<file path="src/hw/rtl/cscp_pkg.sv">
// Package for the call stack cycle profiler.
// Sizes, event and status codes, controller state and command types.
package cscp_pkg;

    localparam int TableEntries = 64;
    localparam int StackDepth   = 32;
    localparam int SlotW        = $clog2(TableEntries);
    localparam int LevelW       = $clog2(StackDepth + 1);
    localparam int FrameW       = $clog2(StackDepth);
    localparam int FillW        = $clog2(TableEntries + 1);

    typedef enum logic [1:0] {
        K_CALL   = 2'd0,
        K_RETURN = 2'd1,
        K_READ   = 2'd2,
        K_CLEAR  = 2'd3
    } t_kind;

    typedef enum logic [1:0] {
        ST_OK         = 2'd0,
        ST_TABLE_FULL = 2'd1,
        ST_STACK_FULL = 2'd2,
        ST_IGNORED    = 2'd3
    } t_status;

    typedef enum logic [3:0] {
        S_IDLE,
        S_CLEAR,
        S_WIPE,
        S_CUR_RD,
        S_CUR_WR,
        S_WALK_RD,
        S_WALK_WR,
        S_SEARCH,
        S_ALLOC,
        S_CALL_WR,
        S_RET_RD,
        S_RET_WR,
        S_READ_RD,
        S_READ_OUT,
        S_OUT
    } t_state;

    typedef struct packed {
        logic clr_start;
        logic clr_step;
        logic latch_in;
        logic cur_rd;
        logic cur_wr;
        logic walk_start;
        logic walk_rd;
        logic walk_wr;
        logic srch_start;
        logic srch_step;
        logic alloc;
        logic call_wr;
        logic ret_rd;
        logic ret_wr;
        logic read_rd;
        logic read_out;
        logic set_status;
        t_status status;
    } t_cmd;

    typedef struct packed {
        t_kind kind;
        logic  addr_ok;
        logic  stack_empty;
        logic  stack_full;
        logic  table_full;
        logic  clr_done;
        logic  walk_done;
        logic  srch_done;
        logic  srch_hit;
    } t_stat;

endpackage

</file>
<file path="src/hw/rtl/cscp_ctrl.sv">
// Controller state machine of the call stack cycle profiler.
// Depends on cscp_pkg; drives datapath commands from its status.
module cscp_ctrl (
    input  logic            i_clk,
    input  logic            i_rst_n,
    input  logic            i_valid,
    output logic            o_stall,
    output logic            o_valid,
    input  logic            i_stall,
    input  cscp_pkg::t_stat i_stat,
    output cscp_pkg::t_cmd  o_cmd
);
    import cscp_pkg::*;

    t_state r_state, n_state;

    always_ff @(posedge i_clk) begin
        if (!i_rst_n) begin
            r_state <= S_CLEAR;
        end else begin
            r_state <= n_state;
        end
    end

    always_comb begin
        n_state = r_state;
        o_cmd   = '0;
        o_stall = 1'b1;
        o_valid = 1'b0;
        unique case (r_state)
            S_CLEAR: begin
                o_cmd.clr_step = 1'b1;
                if (i_stat.clr_done) begin
                    n_state = S_IDLE;
                end
            end
            S_WIPE: begin
                o_cmd.clr_step = 1'b1;
                if (i_stat.clr_done) begin
                    n_state = S_OUT;
                end
            end
            S_IDLE: begin
                o_stall = 1'b0;
                if (i_valid) begin
                    o_cmd.latch_in = 1'b1;
                    n_state = S_CUR_RD;
                end
            end
            S_CUR_RD: begin
                o_cmd.set_status = 1'b1;
                o_cmd.status = ST_OK;
                if (i_stat.kind == K_CLEAR) begin
                    o_cmd.clr_start = 1'b1;
                    n_state = S_WIPE;
                end else if ((i_stat.kind == K_CALL && !i_stat.addr_ok) ||
                             (i_stat.kind == K_RETURN && i_stat.stack_empty)) begin
                    o_cmd.status = ST_IGNORED;
                    n_state = S_OUT;
                end else begin
                    o_cmd.cur_rd = 1'b1;
                    n_state = S_CUR_WR;
                end
            end
            S_CUR_WR: begin
                o_cmd.cur_wr = 1'b1;
                o_cmd.walk_start = 1'b1;
                n_state = S_WALK_RD;
            end
            S_WALK_RD: begin
                if (i_stat.walk_done) begin
                    unique case (i_stat.kind)
                        K_CALL: begin
                            o_cmd.srch_start = 1'b1;
                            n_state = S_SEARCH;
                        end
                        K_RETURN: n_state = S_RET_RD;
                        default:  n_state = S_READ_RD;
                    endcase
                end else begin
                    o_cmd.walk_rd = 1'b1;
                    n_state = S_WALK_WR;
                end
            end
            S_WALK_WR: begin
                o_cmd.walk_wr = 1'b1;
                n_state = S_WALK_RD;
            end
            S_SEARCH: begin
                if (i_stat.srch_done) begin
                    o_cmd.set_status = 1'b1;
                    if (i_stat.stack_full) begin
                        o_cmd.status = ST_STACK_FULL;
                        n_state = S_OUT;
                    end else if (!i_stat.srch_hit && i_stat.table_full) begin
                        o_cmd.status = ST_TABLE_FULL;
                        n_state = S_OUT;
                    end else begin
                        o_cmd.status = ST_OK;
                        if (i_stat.srch_hit) begin
                            o_cmd.call_wr = 1'b1;
                            n_state = S_CALL_WR;
                        end else begin
                            o_cmd.alloc = 1'b1;
                            n_state = S_ALLOC;
                        end
                    end
                end else begin
                    o_cmd.srch_step = 1'b1;
                end
            end
            S_ALLOC: begin
                o_cmd.call_wr = 1'b1;
                n_state = S_CALL_WR;
            end
            S_CALL_WR: n_state = S_OUT;
            S_RET_RD: begin
                o_cmd.ret_rd = 1'b1;
                n_state = S_RET_WR;
            end
            S_RET_WR: begin
                o_cmd.ret_wr = 1'b1;
                n_state = S_OUT;
            end
            S_READ_RD: begin
                o_cmd.read_rd = 1'b1;
                n_state = S_READ_OUT;
            end
            S_READ_OUT: begin
                o_cmd.read_out = 1'b1;
                n_state = S_OUT;
            end
            S_OUT: begin
                o_valid = 1'b1;
                if (!i_stall) begin
                    n_state = S_IDLE;
                end
            end
            default: n_state = S_IDLE;
        endcase
    end

    assert property (@(posedge i_clk) disable iff (!i_rst_n)
        (o_valid && i_stall) |=> o_valid)
        else $error("result dropped under stall");
    assert property (@(posedge i_clk) disable iff (!i_rst_n)
        o_valid |-> o_stall)
        else $error("input taken while result pending");
    assert property (@(posedge i_clk) disable iff (!i_rst_n)
        (r_state == S_WALK_WR) |=> (r_state == S_WALK_RD))
        else $error("walk sequence broken");

endmodule

</file>
<file path="config.mk">
export PLATFORM = sky130hd
export DESIGN_NAME = cscp_ctrl
export DESIGN_NICKNAME = d
export VERILOG_FILES = /design/src/hw/rtl/cscp_pkg.sv /design/src/hw/rtl/cscp_ctrl.sv
export SDC_FILE = /design/constraint.sdc
export NUM_CORES = 1
export LEC_CHECK = 0
export BUFFER_PORTS_ARGS = -buffer_cell sky130_fd_sc_hd__buf_2
export CELL_PAD_IN_SITES_DETAIL_PLACEMENT = 0
export CELL_PAD_IN_SITES_GLOBAL_PLACEMENT = 1
export CORE_ASPECT_RATIO = 1.25
export CORE_MARGIN = 2
export CORE_UTILIZATION = 28
export CTS_CLUSTER_SIZE = 28
export DETAILED_ROUTE_END_ITERATION = 8
export GPL_TIMING_DRIVEN = 1
export PLACE_DENSITY = 0.81
export SLEW_MARGIN = 20
export SYNTH_ARGS = -nofsm -noshare
export SYNTH_HDL_FRONTEND = slang
export SYNTH_SLANG_ARGS = --single-unit
</file>
<file path="constraint.sdc">
create_clock -name i_clk -period 1.5 [get_ports i_clk]
set_input_delay 0 -clock i_clk [delete_from_list [all_inputs] [get_ports i_clk]]
set_output_delay 0 -clock i_clk [all_outputs]
set_load 0.02 [all_outputs]
</file>
==> results by group <==
Power
  • Static leakage: 0.597 nW
  • Combinational power share: between 60% and 70%
  • Int Pwr: approximately 0.0005 W
  • Worst IR Drop VDD: between 0.2 and 0.3 mV
  • Psw: ~0.00034 W
  • Sw frac: 40.4%
  • Sequential Power Share: between 10% and 20%
  • Clock power frac: between 10% and 20%
  • PwrDens: 652 mW/mm^2

Hold path
  • Min-Delay Path Class: in -> reg

Final layout
  • Reg with most FFs: r_state
  • Area Growth Syn to Fin: 70.1%
  • Multi-input logic area: roughly 650 sq um
  • Fraction of layout cells with a size suffix above 1: slightly below 60%
  • Fin nets: about 180
  • Fin cells: between 150 and 200
  • Diode count: 0
  • Regs by FF count: r_state (4)
  • Max reg flops: 4
  • FILL cells: roughly 270
  • Fin area: about 0.0013 sq mm
  • Register area: 95.1 sq um

Logic synthesis
  • Synth Warn #: 0
  • Mean post-synth cell area: between 7 and 8 sq um
  • Flops & latches, synth: 4
  • Mapped Area: about 750 sq um
  • FFs w/ async S/R, synth: 0%
  • Most area-consuming cells after synthesis: dfxtp_1, buf_6, nand2_1, nor2_1, nor3_1
  • Most used DFF post-synth: dfxtp_1
  • Cell count after synthesis: just over 100
  • Synth area leader: dfxtp_1
  • Sequential cell area fraction in the yosys report: a little over a tenth
  • Number of distinct library cells after synthesis: 46
  • Syn nets: 117
  • EDFF count, synth: 0
  • Top cell type's share of synthesized area: between 10% and 20%

Die
  • Die Y: approximately 62 microns
  • Initial core utilization: between 20% and 30%
  • I/O pins: 35
  • Area of the die: ~0.0031 sq mm
  • Number of cell rows: 21
  • Core Area: between 0.002 and 0.003 sq mm
  • Die Wd: about 50 microns

Timing
  • Slew HR: between 70% and 80%
  • Clock skew: between 0.004 and 0.005 ns
  • Peak Freq: around 640 MHz
  • Minimum clock period after layout: around 1.6 ns
  • Final WS setup: -0.0658 ns
  • Endpoints failing setup: 6
  • Final hold violations: 0
  • Final Max Tran Viols: 0
  • Final period util: 104%
  • Worst-Margin Slew: between 0.3 and 0.4 ns
  • Unrepaired setup endpoints after global routing: true

Clocking
  • Clock transition at path regs: about 0.03 ns
  • Worst-case clock buffer depth: 2
  • Root buffer cell: clkbuf_4
  • Cts bufs inserted: 3
  • Worst-Skew Late Latency: around 0.23 ns
  • H-tree Lvls: 1
  • CTS tree: done
  • Clock sink count: 4

Drt
  • Vias per cell: ~5.2
  • DRT Wirelength: 2870 microns
  • DR DRC count: 0
  • DRT antenna net count: 0
  • DR top layer: met4
  • Met1 Wirelength: 1080 microns
  • First-pass DRT Iterations: 4
  • WL met3: between 150 and 200 microns
  • Via Count: approximately 1,000
  • Iteration-0 DRC Markers: 25
  • Met2 routed WL: 1550 microns
  • Wire per inst: roughly 15 microns

Global route
  • Pin count of the biggest net entering global routing: 11
  • Gr usage total: about 18%
  • Number of global-route vias before repair: a little under 1,000
  • Total grt overflow: 0
  • Initial antenna violation count: 0
  • Global-route wire length before repair: around 4100 microns

Outcome
  • Status: finished, violations left
  • Violated checks: negative setup slack

Job
  • Max Cap Violations: 0

Setup path
  • Crit start category: register
  • Setup crit end kind: output port
  • Crit path max fanout: 7
  • Worst EP arrival: 1.57 ns
  • CP Class: reg -> out
  • R2R setup slack: -0.06 ns
  • Worst EP required: ~1.5 ns

Placed design
  • Placed inst area: 0.00109 sq mm
  • Placed Instances: 189
  • Post-DP HPWL: roughly 2000 microns
  • Final GP Congestion: approximately 0.86
  • Port buffer count: 34
[kinds of logic after synthesis]
| logic type | share of synthesized area (%) |
|---|---|
| flops | 10.6 |
| compound gates | 30.0 |
| mux | 1.49 |
| buf+inv | 14.1 |
| simple gates | 40.5 |
| xor+xnor | 3.32 |
[layout by cell type (no fill, tap or decap), types with 2 or more instances in the layout]
master    Yosys  routed
a21oi_1       4       4
buf_2         0      28
buf_4         1      28
buf_6         5       7
clkbuf_4      0       3
dfxtp_4       0       4
inv_1         4       3
nand2_1      13      13
nand2b_1      5       5
nand3_1       2       2
nand4_1       2       2
nor2_1       13      12
nor2b_1       4       2
nor2b_2       0       2
nor3_1        7       3
nor3_2        0       4
o21ai_1       2       3
o311ai_1      2       2
or2b_2        2       2
[power groups by stage]
stage	Combinational, W	Sequential, W	Clock (W)
2_1_floorplan	0.000308	0.000124	0
3_3_place_gp	0.000451	0.000136	0
6_report	0.000570	0.000134	0.000132
3_5_place_dp	0.000457	0.000137	0
4_1_cts	0.000516	0.000135	0.000135
5_1_grt	0.000607	0.000137	0.000145
[through the flow]
step / total power (W) / setup TNS (ns) / setup slack [ns] / util (%) / hold slack [ns]
floorplan: 0.000432 / 0 / 0.00249 / - / 0.0523
global placement: 0.000587 / -0.271 / -0.0991 / 41.4 / 0.237
detailed placement: 0.000595 / -0.323 / -0.108 / 41.4 / 0.234
CTS: 0.000787 / -0.148 / -0.0571 / 45.6 / 0.0309
global route: 0.000889 / -0.735 / -0.121 / 48.9 / 0.0308
finish: 0.000837 / -0.251 / -0.0658 / 48.9 / 0.0339
[critical path: stages, from the launching register on]
cell	delay, ns
dfxtp_4	0.36
and2b_4	0.30
nand4_1	0.16
buf_4	0.20
nor4_2	0.13
buf_4	0.18
[path summary, 6_finish.rpt]
| kind | start | endpoint | cells past startpoint |
|---|---|---|---|
| setup / recovery | r_state[3] | o_cmd[8] | 5 |
| hold / removal | i_stall | r_state[3] | 3 |
| setup reg to reg | r_state[0] | r_state[3] | 6 |
| hold reg to reg | r_state[1] | r_state[1] | 3 |
[repair_timing]
action,CTS,global route
hold buffers,1,0
pin swaps,8,5
gates resized for setup,16,20
endpoints found under the hold margin,1,0
gates cloned,0,0
setup buffers,3,1
setup endpoints to repair,17,14
[area by class of cell]
cell class / count / share of cell area (%)
Clock buffer: 3 / 1.75
Inverter: 4 / 1.17
Multi-Input combinational cell: 87 / 50.6
Sequential cell: 4 / 7.41
Tap cell: 34 / 3.31
Timing Repair Buffer: 65 / 35.8
[synth_stat cells, types with 2 or more instances]
cell type and count:
a21oi_1 4, buf_6 5, clkbuf_8 2, dfxtp_1 4, inv_1 4, nand2_1 13, nand2b_1 5, nand3_1 2
nand4_1 2, nor2_1 13, nor2b_1 4, nor3_1 7, o21ai_1 2, o311ai_1 2, o31ai_1 2, or2b_2 2
[per-layer routing]
| layer | GRT usage (%) | vias up |
|---|---|---|
| met5 | 0 | - |
| met4 | 8.88 | 0 |
| met3 | 1.67 | 9 |
| met2 | 34.0 | 39 |
| met1 | 19.3 | 491 |
| li1 | - | 491 |
Power figures use the tool's default switching activity.
